===== src/nearest_point_value_lookup_top_defines.svh =====
// Assertion macros used by the nearest point value lookup back end.
`ifndef NEAREST_POINT_VALUE_LOOKUP_TOP_DEFINES_SVH
`define NEAREST_POINT_VALUE_LOOKUP_TOP_DEFINES_SVH

// Same-cycle implication, clocked on aclk, off while aresetn is low.
`define NPVL_ASSERT_IMPL(name, ante, cons) \
    name: assert property (@(posedge aclk) disable iff (!aresetn) (ante) |-> (cons)) \
        else $error("npvl: same-cycle check failed");

// Next-cycle implication, clocked on aclk, off while aresetn is low.
`define NPVL_ASSERT_NEXT(name, ante, cons) \
    name: assert property (@(posedge aclk) disable iff (!aresetn) (ante) |=> (cons)) \
        else $error("npvl: next-cycle check failed");

`endif


===== src/npvl_pkg.sv =====
// Shared types and constants for the nearest point value lookup block.
package npvl_pkg;

    localparam int CFG_INDEX_W = 3;
    localparam int CFG_DATA_W  = 32;
    localparam int DIST_W      = 64;
    localparam int OUT_DIST_W  = 50;
    localparam int OUT_INDEX_W = 10;
    localparam int VALUE_W     = 32;
    localparam int OP_W        = 2;

    typedef enum logic [1:0] {
        KIND_COORD = 2'd0,
        KIND_VALUE = 2'd1,
        KIND_QUERY = 2'd2
    } npvl_kind_t;

    typedef enum logic [OP_W-1:0] {
        OP_COORD = 2'd0,
        OP_VALUE = 2'd1,
        OP_QUERY = 2'd2
    } npvl_op_t;

    typedef enum logic [CFG_INDEX_W-1:0] {
        CFG_LOC_COUNT  = 3'd0,
        CFG_SPACE_DIMS = 3'd1,
        CFG_SEL_COUNT  = 3'd2,
        CFG_SELECT_0   = 3'd3,
        CFG_SELECT_1   = 3'd4,
        CFG_SELECT_2   = 3'd5,
        CFG_SELECT_3   = 3'd6
    } npvl_cfg_idx_t;

    // Settings the back end reads during a query; already clamped and wrapped.
    typedef struct packed {
        logic [1:0]      space_dims;
        logic [2:0]      sel_count;
        logic [3:0][2:0] select;
    } npvl_cfg_t;

endpackage


===== src/npvl_front.sv =====
// Front end: accepts requests, drops unusable ones and forms queue commands.
module npvl_front
    import npvl_pkg::*;
#(
    parameter int MAX_LOCATIONS       = 1024,
    parameter int VALUES_PER_LOCATION = 8,
    parameter int COORD_BITS          = 24,
    parameter int ADDR_W              = 10,
    parameter int VA_W                = 13,
    parameter int PAY_W               = 137
) (
    input  logic                         aclk,
    input  logic                         aresetn,
    input  logic                         s_valid,
    output logic                         s_ready,
    input  logic [1:0]                   s_kind,
    input  logic [9:0]                   s_loc_index,
    input  logic signed [COORD_BITS-1:0] s_coord_x,
    input  logic signed [COORD_BITS-1:0] s_coord_y,
    input  logic signed [COORD_BITS-1:0] s_coord_z,
    input  logic [2:0]                   s_value_slot,
    input  logic [31:0]                  s_value_word,
    input  logic [1:0]                   space_dims,
    output logic                         f_valid,
    input  logic                         f_ready,
    output npvl_op_t                     f_op,
    output logic [PAY_W-1:0]             f_data
);

    logic              vld_reg, vld_next;
    npvl_op_t          op_reg, op_next;
    logic [PAY_W-1:0]  data_reg, data_next;
    logic              keep;
    logic              in_range;
    logic              slot_ok;
    logic              is_query;
    logic [31:0]       va32;
    logic [COORD_BITS-1:0] cx, cy, cz;

    // Stage is free when empty or when its command leaves this cycle.
    assign s_ready = !vld_reg || f_ready;

    always_comb begin
        in_range = 32'(s_loc_index) < 32'(MAX_LOCATIONS);
        slot_ok  = 32'(s_value_slot) < 32'(VALUES_PER_LOCATION);
        is_query = s_kind == KIND_QUERY;
        va32     = 32'(s_loc_index) * 32'(VALUES_PER_LOCATION) + 32'(s_value_slot);
        // Unused query coordinates read as zero.
        cx = (is_query && space_dims < 2'd1) ? '0 : s_coord_x;
        cy = (is_query && space_dims < 2'd2) ? '0 : s_coord_y;
        cz = (is_query && space_dims < 2'd3) ? '0 : s_coord_z;
        keep    = 1'b0;
        op_next = OP_QUERY;
        case (s_kind)
            KIND_COORD: begin
                keep    = in_range;
                op_next = OP_COORD;
            end
            KIND_VALUE: begin
                keep    = in_range && slot_ok;
                op_next = OP_VALUE;
            end
            KIND_QUERY: begin
                keep    = 1'b1;
                op_next = OP_QUERY;
            end
            default: begin
                keep    = 1'b0;
                op_next = OP_QUERY;
            end
        endcase
        data_next = {ADDR_W'(s_loc_index), VA_W'(va32), cx, cy, cz, s_value_word};
        vld_next  = vld_reg;
        if (s_ready) begin
            vld_next = s_valid && keep;
        end
    end

    always_ff @(posedge aclk) begin
        if (!aresetn) begin
            vld_reg <= 1'b0;
        end else begin
            vld_reg <= vld_next;
        end
    end

    always_ff @(posedge aclk) begin
        if (s_ready && s_valid) begin
            op_reg   <= op_next;
            data_reg <= data_next;
        end
    end

    assign f_valid = vld_reg;
    assign f_op    = op_reg;
    assign f_data  = data_reg;

endmodule


===== config.mk =====
export PLATFORM = sky130hd
export DESIGN_NAME = npvl_front
export DESIGN_NICKNAME = d
export VERILOG_FILES = /design/src/nearest_point_value_lookup_top_defines.svh /design/src/npvl_pkg.sv /design/src/npvl_front.sv
export SDC_FILE = /design/constraint.sdc
export NUM_CORES = 1
export LEC_CHECK = 0
export BUFFER_PORTS_ARGS = -buffer_cell sky130_fd_sc_hd__buf_2
export CAP_MARGIN = 20
export CORE_ASPECT_RATIO = 2
export CORE_MARGIN = 1.5
export CORE_UTILIZATION = 43
export DETAILED_ROUTE_END_ITERATION = 6
export PLACE_DENSITY = 0.8
export SYNTH_ARGS = -nofsm -noshare
export SYNTH_HDL_FRONTEND = slang
export SYNTH_SLANG_ARGS = --single-unit

===== constraint.sdc =====
create_clock -name aclk -period 5 [get_ports aclk]
set_clock_uncertainty 0.15 [all_clocks]
set_input_delay 0.75 -clock aclk [delete_from_list [all_inputs] [get_ports aclk]]
set_output_delay 0.75 -clock aclk [all_outputs]
set_load 0.02 [all_outputs]

### Word-level counts from Yosys, hierarchy flattened

Index checks and enable logic that the tools add are counted.

| storage, ports and cells | value |
|---|---|
| flip-flop bits (word level) | 130 |
| input port bits | 125 |
| output and inout port bits | 141 |
| logic and storage cells | 23 |

| operators by class | value |
|---|---|
| $add $sub $neg | 1 |
| magnitude comparators | 3 |
| eq/ne operators | 2 |
| mux-type cells | 2 |
| reduce and logical (&&, ||, !) cells | 9 |

Operator list:

| kind | count |
|---|---|
| $add A13 B3 Y13 | 1 |
| $logic_and A1 B1 Y1 | 5 |
| $lt A2 B2 Y1 const B | 2 |
| $pmux W2 S2 | 1 |
| $reduce_or A3 Y1 | 1 |
| $eq A2 B1 Y1 const B | 1 |
| $eq A2 B2 Y1 const B | 1 |
| $logic_not A2 Y1 | 1 |
| $lt A2 B1 Y1 const B | 1 |
| $logic_not A1 Y1 | 1 |
| $logic_or A1 B1 Y1 | 1 |
| $mux W1 | 1 |

### Logic depth before layout (Yosys ltp)

| depth | value |
|---|---|
| depth after elaboration | 4 |
| gate-level depth with buffers | 3 |
| depth with buffers taken out | 2 |

### Worst setup path before layout

OpenSTA, ideal clock, no wires.

| timing | value |
|---|---|
| path type | input -> register |
| start point | input f_ready |
| end point | register data_reg[0] (netlist: f_data[0]), enable pin |
| setup time | 0.492 ns |
| data arrival time | 3.785 ns |
| required time | 4.358 ns |
| path slack | 0.573 ns |
| stages on the path | 2 |
| buffers on the path | 0 |
| cell sequence | nand2b_1 and2_1 |

| between the ends | value |
|---|---|
| longest elaborated chain between the ends | 2 |

Ends and longest elaborated chain:

| item | RTL line | source |
|---|---|---|
| from (decl) | npvl_front.sv:25 | `input logic f_ready,` |
| $logic_or A1 B1 Y1 | npvl_front.sv:41 | `assign s_ready = !vld_reg \|\| f_ready;` |
| $logic_and A1 B1 Y1 | npvl_front.sv:88 | `if (s_ready && s_valid) begin` |
| to (signal assigned) | npvl_front.sv:90 | `data_reg <= data_next;` |
| to (decl) | npvl_front.sv:32 | `logic [PAY_W-1:0] data_reg, data_next;` |

No other way between the ends.
A chain may end at the register's enable or synchronous reset.

### Final worst setup path

| timing | value |
|---|---|
| start point | input f_ready |
| end point | register data_reg[96] (netlist: f_data[96]), enable pin |

Same word-level chain as after synthesis.

==> reports/metrics.cfg <==
[floorplan]
start_util_pct = 44.6
fp.dieW_um = 74.2
row_count = 51
io_pins = 266
dieArea_sq_mm = 0.0108
coreArea_sq_mm = 0.00976
fp.dieH_um = 145

[timing]
slew_headroom_pct = 28.3
final_max_slew_viol_count = 0
tns_ns = 0
hold_violations = 0
setup_viol = 0
max_freq_mhz = 395
rsz0062_at_grt = no
worst_pin_slew_ns = 1.08
hold_slack_ns = 0.375
fin_crit_sh_pct = 50.7
fin_crit_ns = 2.53

[worst_setup_path]
crit_type = in2reg
rr_startpoint = f_valid
max_stage_delay_ns = 0.85
worstPathRequired_ns = 4.90
worstSetupStartpoint = f_ready
worstSetupEndpointType = flip-flop
worst-r2r-cell-count = 3
r2r-end = f_data[96]
startpoint_type = input port
critPathCapture = f_data[96]
arrival_ns = 2.43
path_cells = buf_2, nand2b_1, and2_4, buf_4
reg2reg_slack_ns = 2.61
worst_path_max_delay_cell = and2_4
cp_max_fo = 85

[synthesis]
syn_avg_cell_area_sq_um = 18.9
seq_area_frac_synth_pct = 82.5
synth_cell_types = 15
synth-seq-cells = 120
synth.cell_area_sq_mm = 0.00436
yosys_warnings = 0
synth-main-ff-cell = edfxtp_1
synth-edff-count = 119
syn_inst = 231
async_flop_share_pct = 0

[clock_tree]
cts_resized = 0
numCtsBuffers = 17
clockBufferDepth = 2
cts_setup_buffers = 0
clock_sinks = 120
ctsHoldBuffers = 0
h-tree-depth = 4
clk_pin_slew_worst_paths_ns = 0.05
root_buffer = clkbuf_16
cts_tree = built
clk_latency_ns = 0.39

[power]
power_density_mw_per_mm2 = 444
clock_power_share_pct = 47.5
power_switching_uw = 598
p_seq_share_pct = 42.8
ir_worst_vdd_mv = 0.340
p_leak_uw = 0.00276
swShare_pct = 21.2
internal_power_uw = 2220
combinationalPowerShare_pct = 9.7

[drt]
drtAntennaViolNets = 0
drtPass1Iterations = 4
wl_um = 9940
drc = 0
dr_total_vias = 2848
drt_iter0_drc = 110
wl_per_cell_um = 15.7
vias_per_cell = 4.49

[cells_and_area]
layout-drive-gt1-share_pct = 58.0
area_growth_pct = 45.4
antenna_cells = 0
nets = 614
fillers = 745
design_area_sq_mm = 0.00633

[grt]
grt_first_pass_wirelength_um = 14500
overflow = 0
grt_antenna_before_repair = 0
grt_pass1_vias = 2921
track_usage_pct = 18.4
grt_max_degree = 86

[placed_design]
dpl.hpwl_um = 7520
dpl-instance-area_sq_mm = 0.00566
portBuffers = 255
gp_congestion = 0.744

[hold_path]
hp-class = in2reg

[status]
status = finished clean

[run]
max_cap_viol_count = 0

[routing by layer]
| metal | GRT usage (%) | vias up | share of wire (%) |
|---|---|---|---|
| met1 | 17.9 | 1308 | 33 |
| li1 | - | 1336 | - |
| met4 | 12.1 | 0 | 4.0 |
| met2 | 31.6 | 173 | 54 |
| met3 | 5.82 | 31 | 9.1 |
| met5 | 0 | - | 0 |
[power groups by stage]
stage,combinational (uW),sequential (uW),clock [uW]
6_report,273,1200,1340
5_1_grt,291,1210,1410
4_1_cts,276,1200,1360
3_5_place_dp,275,1220,0
3_3_place_gp,267,1220,0
2_1_floorplan,74.9,1310,0
[how the worst min path moves through the flow]
| stage | startpoint | to | depth (start not counted) |
|---|---|---|---|
| 2_1_floorplan | f_valid | f_valid | 2 |
| 3_3_place_gp | f_valid | f_valid | 2 |
| 3_5_place_dp | f_valid | f_valid | 2 |
| 4_1_cts | s_value_word[1] | f_data[1] | 1 |
| 5_1_grt | s_value_word[1] | f_data[1] | 1 |
| 6_report | s_value_word[0] | f_data[0] | 1 |
[cells by family after synthesis]
family                 count (synthesis)  share of synthesized area, %
flip-flops                           120                          82.5
AO/OA/AOI/OAI                         26                          4.54
other                                  1                        0.0861
buffers and inverters                 29                          4.51
AND/OR/NAND/NOR                       55                          8.39
[worst max-delay path: cells and delay by family]
family,cells,cell delay (ns)
buffers and inverters,2,0.62
and+or+nand+nor,2,0.97
[sequential cells by signal (all words and copies together) (netlist names)]
| register | flops |
|---|---|
| f_op | 2 |
| f_valid | 1 |
| f_data | 117 |
[through the flow]
step	utilization, %	total power [uW]	std cells	worst slack, ns
3_5_place_dp	58.0	1500	601	2.06
3_3_place_gp	57.9	1490	600	2.17
2_1_floorplan	-	1390	240	0.573
6_report	64.9	2810	634	2.47
4_1_cts	64.8	2840	633	2.47
5_1_grt	64.9	2910	634	2.36
[synth_stat cells (3+ instances only)]
library cell  number  share of area [%]
buf_2              4               0.46
a21boi_0          24                4.1
clkbuf_1           3               0.26
edfxtp_1         119                 82
buf_4             22                3.8
nor2b_1           50                7.2
[area by class of cell]
type	instances	area, sq um	share of cell area (%)
tap	132	165	2.61
multi-input combinational	91	603	9.52
clock inverter	13	226	3.57
sequential	120	3590	56.7
timing repair buffer	259	1310	20.7
clock buffer	19	433	6.83
[cell usage in the layout, fill, tap and decap left out]
master	instances
a21boi_0	24
nand2_1	1
nor2b_1	50
buf_2	255
nor4b_4	1
clkinv_4	1
dfxtp_1	1
and2_4	1
a21bo_2	1
clkbuf_16	17
nor3b_2	1
a21boi_1	1
nand2b_1	1
conb_1	10
clkinvlp_4	4
edfxtp_1	119
bufinv_16	6
buf_4	2
buf_6	2
clkbuf_1	2
clkinv_1	2
(Power assumes the default switching activity.)
