--- src/nearest_point_value_lookup_top_defines.svh ---
// Assertion macros used by the nearest point value lookup back end.
`ifndef NEAREST_POINT_VALUE_LOOKUP_TOP_DEFINES_SVH
`define NEAREST_POINT_VALUE_LOOKUP_TOP_DEFINES_SVH

// Same-cycle implication, clocked on aclk, off while aresetn is low.
`define NPVL_ASSERT_IMPL(name, ante, cons) \
    name: assert property (@(posedge aclk) disable iff (!aresetn) (ante) |-> (cons)) \
        else $error("npvl: same-cycle check failed");

// Next-cycle implication, clocked on aclk, off while aresetn is low.
`define NPVL_ASSERT_NEXT(name, ante, cons) \
    name: assert property (@(posedge aclk) disable iff (!aresetn) (ante) |=> (cons)) \
        else $error("npvl: next-cycle check failed");

`endif

--- src/npvl_fifo.sv ---
// Two-entry command queue between the front end and the back end.
module npvl_fifo #(
    parameter int WIDTH = 139
) (
    input  logic             aclk,
    input  logic             aresetn,
    input  logic             in_valid,
    output logic             in_ready,
    input  logic [WIDTH-1:0] in_data,
    output logic             out_valid,
    input  logic             out_ready,
    output logic [WIDTH-1:0] out_data
);

    localparam int DEPTH = 2;
    localparam int PTR_W = $clog2(DEPTH);
    localparam int CNT_W = $clog2(DEPTH + 1);

    logic [WIDTH-1:0] buf_reg [DEPTH];
    logic [PTR_W-1:0] wr_ptr_reg, wr_ptr_next;
    logic [PTR_W-1:0] rd_ptr_reg, rd_ptr_next;
    logic [CNT_W-1:0] cnt_reg, cnt_next;
    logic             push, pop;

    assign in_ready  = cnt_reg != CNT_W'(DEPTH);
    assign out_valid = cnt_reg != '0;
    assign out_data  = buf_reg[rd_ptr_reg];
    assign push      = in_valid && in_ready;
    assign pop       = out_valid && out_ready;

    always_comb begin
        wr_ptr_next = push ? wr_ptr_reg + 1'b1 : wr_ptr_reg;
        rd_ptr_next = pop  ? rd_ptr_reg + 1'b1 : rd_ptr_reg;
        cnt_next    = cnt_reg;
        if (push && !pop) begin
            cnt_next = cnt_reg + 1'b1;
        end else if (pop && !push) begin
            cnt_next = cnt_reg - 1'b1;
        end
    end

    always_ff @(posedge aclk) begin
        if (!aresetn) begin
            wr_ptr_reg <= '0;
            rd_ptr_reg <= '0;
            cnt_reg    <= '0;
        end else begin
            wr_ptr_reg <= wr_ptr_next;
            rd_ptr_reg <= rd_ptr_next;
            cnt_reg    <= cnt_next;
        end
    end

    always_ff @(posedge aclk) begin
        if (push) begin
            buf_reg[wr_ptr_reg] <= in_data;
        end
    end

endmodule

--- config.mk ---
export PLATFORM = sky130hd
export DESIGN_NAME = npvl_fifo
export DESIGN_NICKNAME = d
export VERILOG_FILES = /design/src/nearest_point_value_lookup_top_defines.svh /design/src/npvl_fifo.sv
export SDC_FILE = /design/constraint.sdc
export NUM_CORES = 1
export LEC_CHECK = 0
export BUFFER_PORTS_ARGS = -buffer_cell sky130_fd_sc_hd__buf_2
export CAP_MARGIN = 10
export CORE_ASPECT_RATIO = 1.75
export CORE_MARGIN = 1
export CORE_UTILIZATION = 30
export CTS_BUF_LIST = sky130_fd_sc_hd__clkbuf_8
export DETAILED_ROUTE_END_ITERATION = 10
export GPL_TIMING_DRIVEN = 1
export HOLD_SLACK_MARGIN = 0.1
export PLACE_DENSITY = 0.64
export SYNTH_ARGS = -nofsm -noshare
export SYNTH_HDL_FRONTEND = slang
export SYNTH_SLANG_ARGS = --single-unit
export TNS_END_PERCENT = 50
--- constraint.sdc ---
create_clock -name aclk -period 5 [get_ports aclk]
set_clock_uncertainty 0.15 [all_clocks]
set_input_delay 1 -clock aclk [delete_from_list [all_inputs] [get_ports aclk]]
set_output_delay 1 -clock aclk [all_outputs]
set_load 0.01 [all_outputs]
# After elaboration in Yosys (flattened, before gate mapping)
# Memory sizes are Yosys's and may differ from the RTL's. A register that Yosys moved wholly into a read port is not among the register bits.
# Cells that the tools add are included.
[totals] reg_bits=4 mem_bits_rw=278 in_bits=143 out_inout_bits=141 wordCells=23 memories=1
[memory_table] memory="buf_reg" words=2 word_bits=139 read_ports=1 rd_clocked_by_memory_dff=1 write_ports=1 line_no="npvl_fifo.sv:19" text="logic [WIDTH-1:0] buf_reg [DEPTH];"
[op_classes] n_addsub=4 eq_ne=1 mux=6 reduce_logical=8
[ops] operator="logical AND 1 bit" n=4
[ops] operator="two-way mux 1 bit" n=4
[ops] operator="two-way mux 2 bit" n=2
[ops] operator="nonzero test 2 bit" n=2
[ops] operator="adder 1 bit, second input constant" n=2
[ops] operator="adder 2 x 1 -> 2 bit, second input constant" n=1
[ops] operator="zero test 1 bit" n=2
[ops] operator="inequality test 2 bit, second input constant" n=1
[ops] operator="subtractor 2 x 1 -> 2 bit, second input constant" n=1

# Longest topological paths before layout
# Gate-level depths: netlist of the first run.
[depth] word_depth=6 mapped_depth=6 ltp_nobuf=6

# Worst setup path after synthesis of the first run
# Ideal clock, no wire load.
[synth_path] kind="input port to flip-flop" startpoint="in in_valid" endpoint="mem buf_reg[1][0], enable pin" setup_ns=0.516 arrival_ns=4.245 t_required_ns=4.334 slack_ns=0.090 path_stages=1 path_buffers=0 cell_sequence="and3_1"
[synth_via] elab_chain_len=3
[synth_lines] element="start: declaration" line_no="npvl_fifo.sv:7" text="input logic in_valid,"
[synth_lines] element="logical AND 1 bit" line_no="npvl_fifo.sv:28" text="assign push = in_valid && in_ready;"
[synth_lines] element="two-way mux 1 bit" line_no="npvl_fifo.sv:55" text="if (push) begin"
[synth_lines] element="two-way mux 1 bit (implied by the code)" line_no="npvl_fifo.sv:56" text="buf_reg[wr_ptr_reg] <= in_data;"
[synth_lines] element="end: declaration" line_no="npvl_fifo.sv:19"
# Every way passes these cells.

==> flow_metrics.tcl, run 1 <==
set metrics [dict create \
    top_level_ports 284 \
    nets 916 \
    drt_iter0_markers 183 \
    intPower_mw 4.60 \
    grt_max_degree 92 \
    setup_ws_ns 1.39 \
    cp_cell_sequence "buf_12, mux2_2, buf_2" \
    p_clk_share_pct 27.8 \
    ys_seq_area_share_pct 82.0 \
    num_rows 89 \
    grtUsageTotal_pct 11.6 \
    seq_power_share_pct 48.9 \
    cts-resized-gates 0 \
    die-area_mm2 0.0351 \
    critPathCaptureType "primary output" \
    outcome "complete, no violations" \
    numCtsBuffers 42 \
    drcViolationCount 0 \
    cp.buffers_inverters 2 \
    cts_tree "yes" \
    drtPass1Iterations 4 \
    vdd_drop_max_mv 0.531 \
    p_leak_nw 4.79 \
    drv_cap 0 \
    cp_top_family "flip-flops" \
    hold_viol 0 \
    io_buffers 283 \
    ys_ff_latch 283 \
    ctsHoldBuffers 0 \
    grt_pass1_wl_mm 29.9 \
    power.density_mw_per_mm2 485 \
    clk_latency_ns 0.54 \
    synth_edf_count 278 \
    clockRootBuffer "clkbuf_8" \
    dp_slack_ns 1.87 \
    ys_types 21 \
    arrival_ns 2.46 \
    setup_violations 0 \
    relSlewSlack_pct 32.4 \
    p_sw_share_pct 27.2 \
    critPathMaxFanout 91 \
    crit_type "flip-flop to primary output" \
    core_area_mm2 0.0337 \
    async_flop_share_pct 0 \
    p_sw_mw 1.72 \
    dp_hpwl_mm 13.8 \
    synthFlopType "edfxtp_1" \
    syn_nets 600 \
    cts_max_level 2 \
    antenna_found_initial 7 \
    place_congestion 0.730 \
    cts.sinks 283 \
    yosys-top-cells-area "edfxtp_1 81%, mux2_2 15%, buf_6 1.2%, dfxtp_1 0.97%, and2_1 0.24%" \
    die_w_um 142 \
    cts.reportedPaths.clkPinSlew_ns 0.06 \
    cts_setup_buffers 0 \
    synth_area_per_cell_um2 22.6 \
    min_period_ns 3.61 \
    wl_per_cell_um 16.6 \
    fmax_ghz 0.277 \
    area_delta_synth_final_pct 26.4 \
    power_mw 6.31 \
    critPathLaunchType "flip-flop" \
    yosysTopAreaCellShare_pct 81.0 \
    holdWs_ns 0.407 \
    grt_pass1_vias 5594 \
    tightest_slew_ns 1.01 \
    via_per_inst 4.20 \
    initial_core_util_pct 30.5 \
    slowest_stage "dfxtp_4" \
    antenna_left 0 \
    ys_warn_count 0 \
    min_path_type "flip-flop to flip-flop" \
    wl_mm 20.9 \
    p_comb_share_pct 23.3 \
    yosysTopAreaCell "edfxtp_1" \
    tns_ns 0 \
    fin_crit_sh_pct 72.2 \
    worst-path-stages 3 \
    cpPeakStageDelay_ns 0.77 \
    rsz0062_at_grt "false" \
    slew_violations 0 \
    overflow 0 \
    vias 5284 \
    cts_buffer_depth 3 \
    rr_worst_depth 3 \
    syn_inst 456 \
    drive_gt1_share_pct 61.0 \
    netlist_area_mm2 0.0103 \
    required_ns 3.85 \
    die_h_um 247 \
    largest_reg_flops 278 \
    worstHoldPathCells 2 \
]
## routing by layer
metal,track usage [%],share of wire [%]
met3,3.74,7.2
met5,0,0.13
met4,7.05,4.0
met2,22.5,57
met1,9.89,31
## cell type report
class	count	area [um^2]
fillers	3176	20700
flip-flops and latches	283	8450
multi-input cells	157	1710
repair buffers	287	1480
clock buffers	45	619
well taps	455	569
clock inverters	26	166
diodes	5	12.5
inverters	1	8.76
## through the flow
stage,cells,utilization (%),instance area (um^2)
3_3_place_gp,1183,36.2,12200
5_1_grt,1259,38.6,13000
4_1_cts,1254,38.6,13000
6_report,1259,38.6,13000
2_1_floorplan,456,-,10300
3_5_place_dp,1183,36.2,12200
## worst min-delay path: stages (launching register included)
cell,delay (ns)
dfxtp_1,0.36
o21ai_0,0.09
a21boi_1,0.06
## cells in the mapped netlist, types with 2 or more instances
cell and n:
and2_1 4, buf_6 11, mux2_2 139, buf_4 2
xnor2_1 2, edfxtp_1 278, dfxtp_1 5, buf_2 2
## power by group through the flow
| stage | clock, mW | sequential [mW] | combinational [mW] |
|---|---|---|---|
| after floorplan | 0 | 3.10 | 1.00 |
| after global placement | 0 | 3.13 | 1.50 |
| after detailed placement | 0 | 3.14 | 1.51 |
| after CTS | 1.83 | 3.09 | 1.51 |
| after global routing | 1.91 | 3.12 | 1.60 |
| final | 1.76 | 3.08 | 1.47 |
## cells by family after synthesis
logic type               after synthesis  share of synthesized area [%]
AO/OA/AOI/OAI                          5                          0.340
XOR/XNOR                               3                          0.255
adder cells (fa/ha/maj)                1                          0.121
buffers and inverters                 16                           1.48
flip-flops                           283                           82.0
multiplexers                         139                           15.2
AND/OR/NAND/NOR                        9                          0.631
## layout by cell type, fill, tap and decap left out, types with 2 or more instances in the layout
cell type	count
inv_6	2
clkbuf_8	45
diode_2	5
buf_2	283
clkinv_2	6
clkinv_1	5
and2_1	4
mux2_2	139
inv_1	11
bufinv_16	2
edfxtp_1	278
buf_12	3
xnor2_1	2
dfxtp_1	4
## final timing paths
kind              startpoint              to  slack (ns)
setup / recovery   flip-flop    out_data[71]        1.39
setup reg to reg  cnt_reg[0]  buf_reg[1][62]        2.54
hold reg to reg   cnt_reg[1]      cnt_reg[1]        0.41
hold / removal    cnt_reg[1]      cnt_reg[1]        0.41
(Power assumes the default switching activity.)
==> run 2: changes to the inputs <==
--- a/config.mk
+++ b/config.mk
@@ -14,7 +14,7 @@
 export DETAILED_ROUTE_END_ITERATION = 10
 export GPL_TIMING_DRIVEN = 1
 export HOLD_SLACK_MARGIN = 0.1
-export PLACE_DENSITY = 0.64
+export PLACE_DENSITY = 0.62
 export SYNTH_ARGS = -nofsm -noshare
 export SYNTH_HDL_FRONTEND = slang
 export SYNTH_SLANG_ARGS = --single-unit
==> constraint.sdc (replaced) <==
create_clock -name aclk -period 3.55 [get_ports aclk]
set_clock_uncertainty 0.15 [all_clocks]
set_input_delay 0.71 -clock aclk [delete_from_list [all_inputs] [get_ports aclk]]
set_output_delay 0.71 -clock aclk [all_outputs]
set_load 0.01 [all_outputs]
==> run 2 against run 1 <==
Non-clock buffer count grew 11. Clock power increased by 38%. Total power increased by 41%. Critical path depth is the same. Sequential power up 40%. Register-to-register slack worse by 1.1 ns. Final cell count rose by 0.48%. Wire length rose by 3.5%. Final area rose by 0.53%. Largest cell class unchanged. Highest routed layer unchanged.
==> flow_metrics.tcl, run 2 (same netlist as run 1, synthesis figures left out) <==
set metrics [dict create \
    place_congestion 0.751 \
    fmax_ghz 0.345 \
    num-fill-cells 3149 \
    power.density_mw_per_mm2 682 \
    via_per_inst 4.23 \
    io_buffers 283 \
    vias 5350 \
    fin_util_pct 38.8 \
    die-area_mm2 0.0351 \
    critPathLaunchType "flip-flop" \
    r2r_end "buf_reg[0][19]" \
    mostFrequentLayoutCell "buf_2" \
    grt_pass1_vias 5707 \
    grt_pass1_wl_mm 30.8 \
    fin_crit_sh_pct 81.7 \
    cts_max_level 2 \
    clockRootBuffer "clkbuf_8" \
    crit_type "flip-flop to primary output" \
    wl_per_cell_um 17.1 \
    drcViolationCount 0 \
    outcome "complete, no violations" \
    tightest_slew_ns 0.710 \
    rsz0062_at_grt "false" \
    cts_tree "yes" \
    arrival_ns 2.04 \
    nets 927 \
    die_h_um 247 \
    final_cell_mix "283 x buf_2, 278 x edfxtp_1, 139 x mux2_2" \
    stdcell_area_mm2 0.0131 \
    hold_viol 0 \
    grtUsageTotal_pct 12.0 \
    required_ns 2.69 \
    ctsHoldBuffers 0 \
    num_rows 89 \
    endpoint "out_data[136]" \
    cts.sinks 283 \
    cts_setup_buffers 0 \
    ff_latch_area_mm2 0.00845 \
    numCtsBuffers 42 \
    wl_mm 21.6 \
    grt_max_degree 61 \
    holdWs_ns 0.197 \
    critPathMaxFanout 50 \
    use_met2_pct 23.8 \
    met1_usage_pct 10.5 \
    antenna_left 0 \
    drv_cap 0 \
    critPathCaptureType "primary output" \
    min_path_type "primary input to flip-flop" \
    relSlewSlack_pct 52.6 \
    area_delta_synth_final_pct 27.0 \
    slew_violations 0 \
    largest_reg_flops 278 \
    die_w_um 142 \
    placed_area_mm2 0.0123 \
    p_leak_nw 4.84 \
    cts_buffer_depth 3 \
    drt_iter0_markers 143 \
    min_period_ns 2.90 \
    drtPass1Iterations 4 \
    antenna_found_initial 3 \
    regToRegStartpoint "cnt_reg[0]" \
    clk_latency_ns 0.55 \
    setup_violations 0 \
    cts-resized-gates 0 \
    overflow 0 \
    r2r_setup_slack_ns 1.41 \
    drive_gt1_share_pct 60.9 \
    initial_core_util_pct 30.5 \
    core_area_mm2 0.0337 \
    multi_input_area_mm2 0.00171 \
    grt.busiest_layer "met2" \
    grt_use_met3_pct 3.85 \
    cts.reportedPaths.clkPinSlew_ns 0.06 \
    top_level_ports 284 \
    vdd_drop_max_mv 0.494 \
    dp_hpwl_mm 14.9 \
    rr_worst_depth 4 \
]
[run 2: cell count changes in the layout (fill, tap and decap cells not counted), sizes merged]
cell / before / now
buf: 287 / 298
diode: 5 / 1
clkbuf: 45 / 43
clkinvlp: 1 / 2
[run 2: worst min-delay path by stage]
stage / start / endpoint / cells after the start
2_1_floorplan: cnt_reg[1] / cnt_reg[1] / 2
3_3_place_gp: cnt_reg[1] / cnt_reg[1] / 2
3_5_place_dp: rd_ptr_reg / rd_ptr_reg / 2
4_1_cts: in_data[119] / buf_reg[0][119] / 1
5_1_grt: in_data[119] / buf_reg[0][119] / 1
6_report: in_data[110] / buf_reg[1][110] / 1
[run 2: final cells by class]
class	instances	area share, %
inverter	1	0.0669
antenna	1	0.0191
clock buffer	43	4.52
tap	455	4.35
timing repair buffer	298	12.2
multi-input combinational	157	13.1
sequential	283	64.6
clock inverter	27	1.26
[run 2: critical path: stages, from the launching register on]
cell	delay [ns]
dfxtp_4	0.57
buf_12	0.30
mux2_2	0.39
buf_2	0.14
[run 2: stage by stage]
stage	worst slack, ns	instances	TNS, ns	total power, mW
floorplan	-0.585	456	-81.34	5.77
global placement	1.15	1194	0	6.60
detailed placement	1.14	1194	0	6.64
CTS	0.556	1264	0	9.10
global route	0.536	1265	0	9.36
finish	0.651	1265	0	8.93
[run 2: where the power goes]
part / internal (mW) / total (mW) / switching [mW]
logic: 1.03 / 2.20 / 1.17
registers: 4.17 / 4.30 / 0.128
clock network: 1.26 / 2.43 / 1.16
[run 2: per-layer routing]
| layer | up-vias | part of all wire [%] |
|---|---|---|
| li1 | 2480 | - |
| met1 | 2626 | 32 |
| met2 | 188 | 58 |
| met3 | 52 | 6.8 |
| met4 | 4 | 3.6 |
| met5 | - | 0.12 |
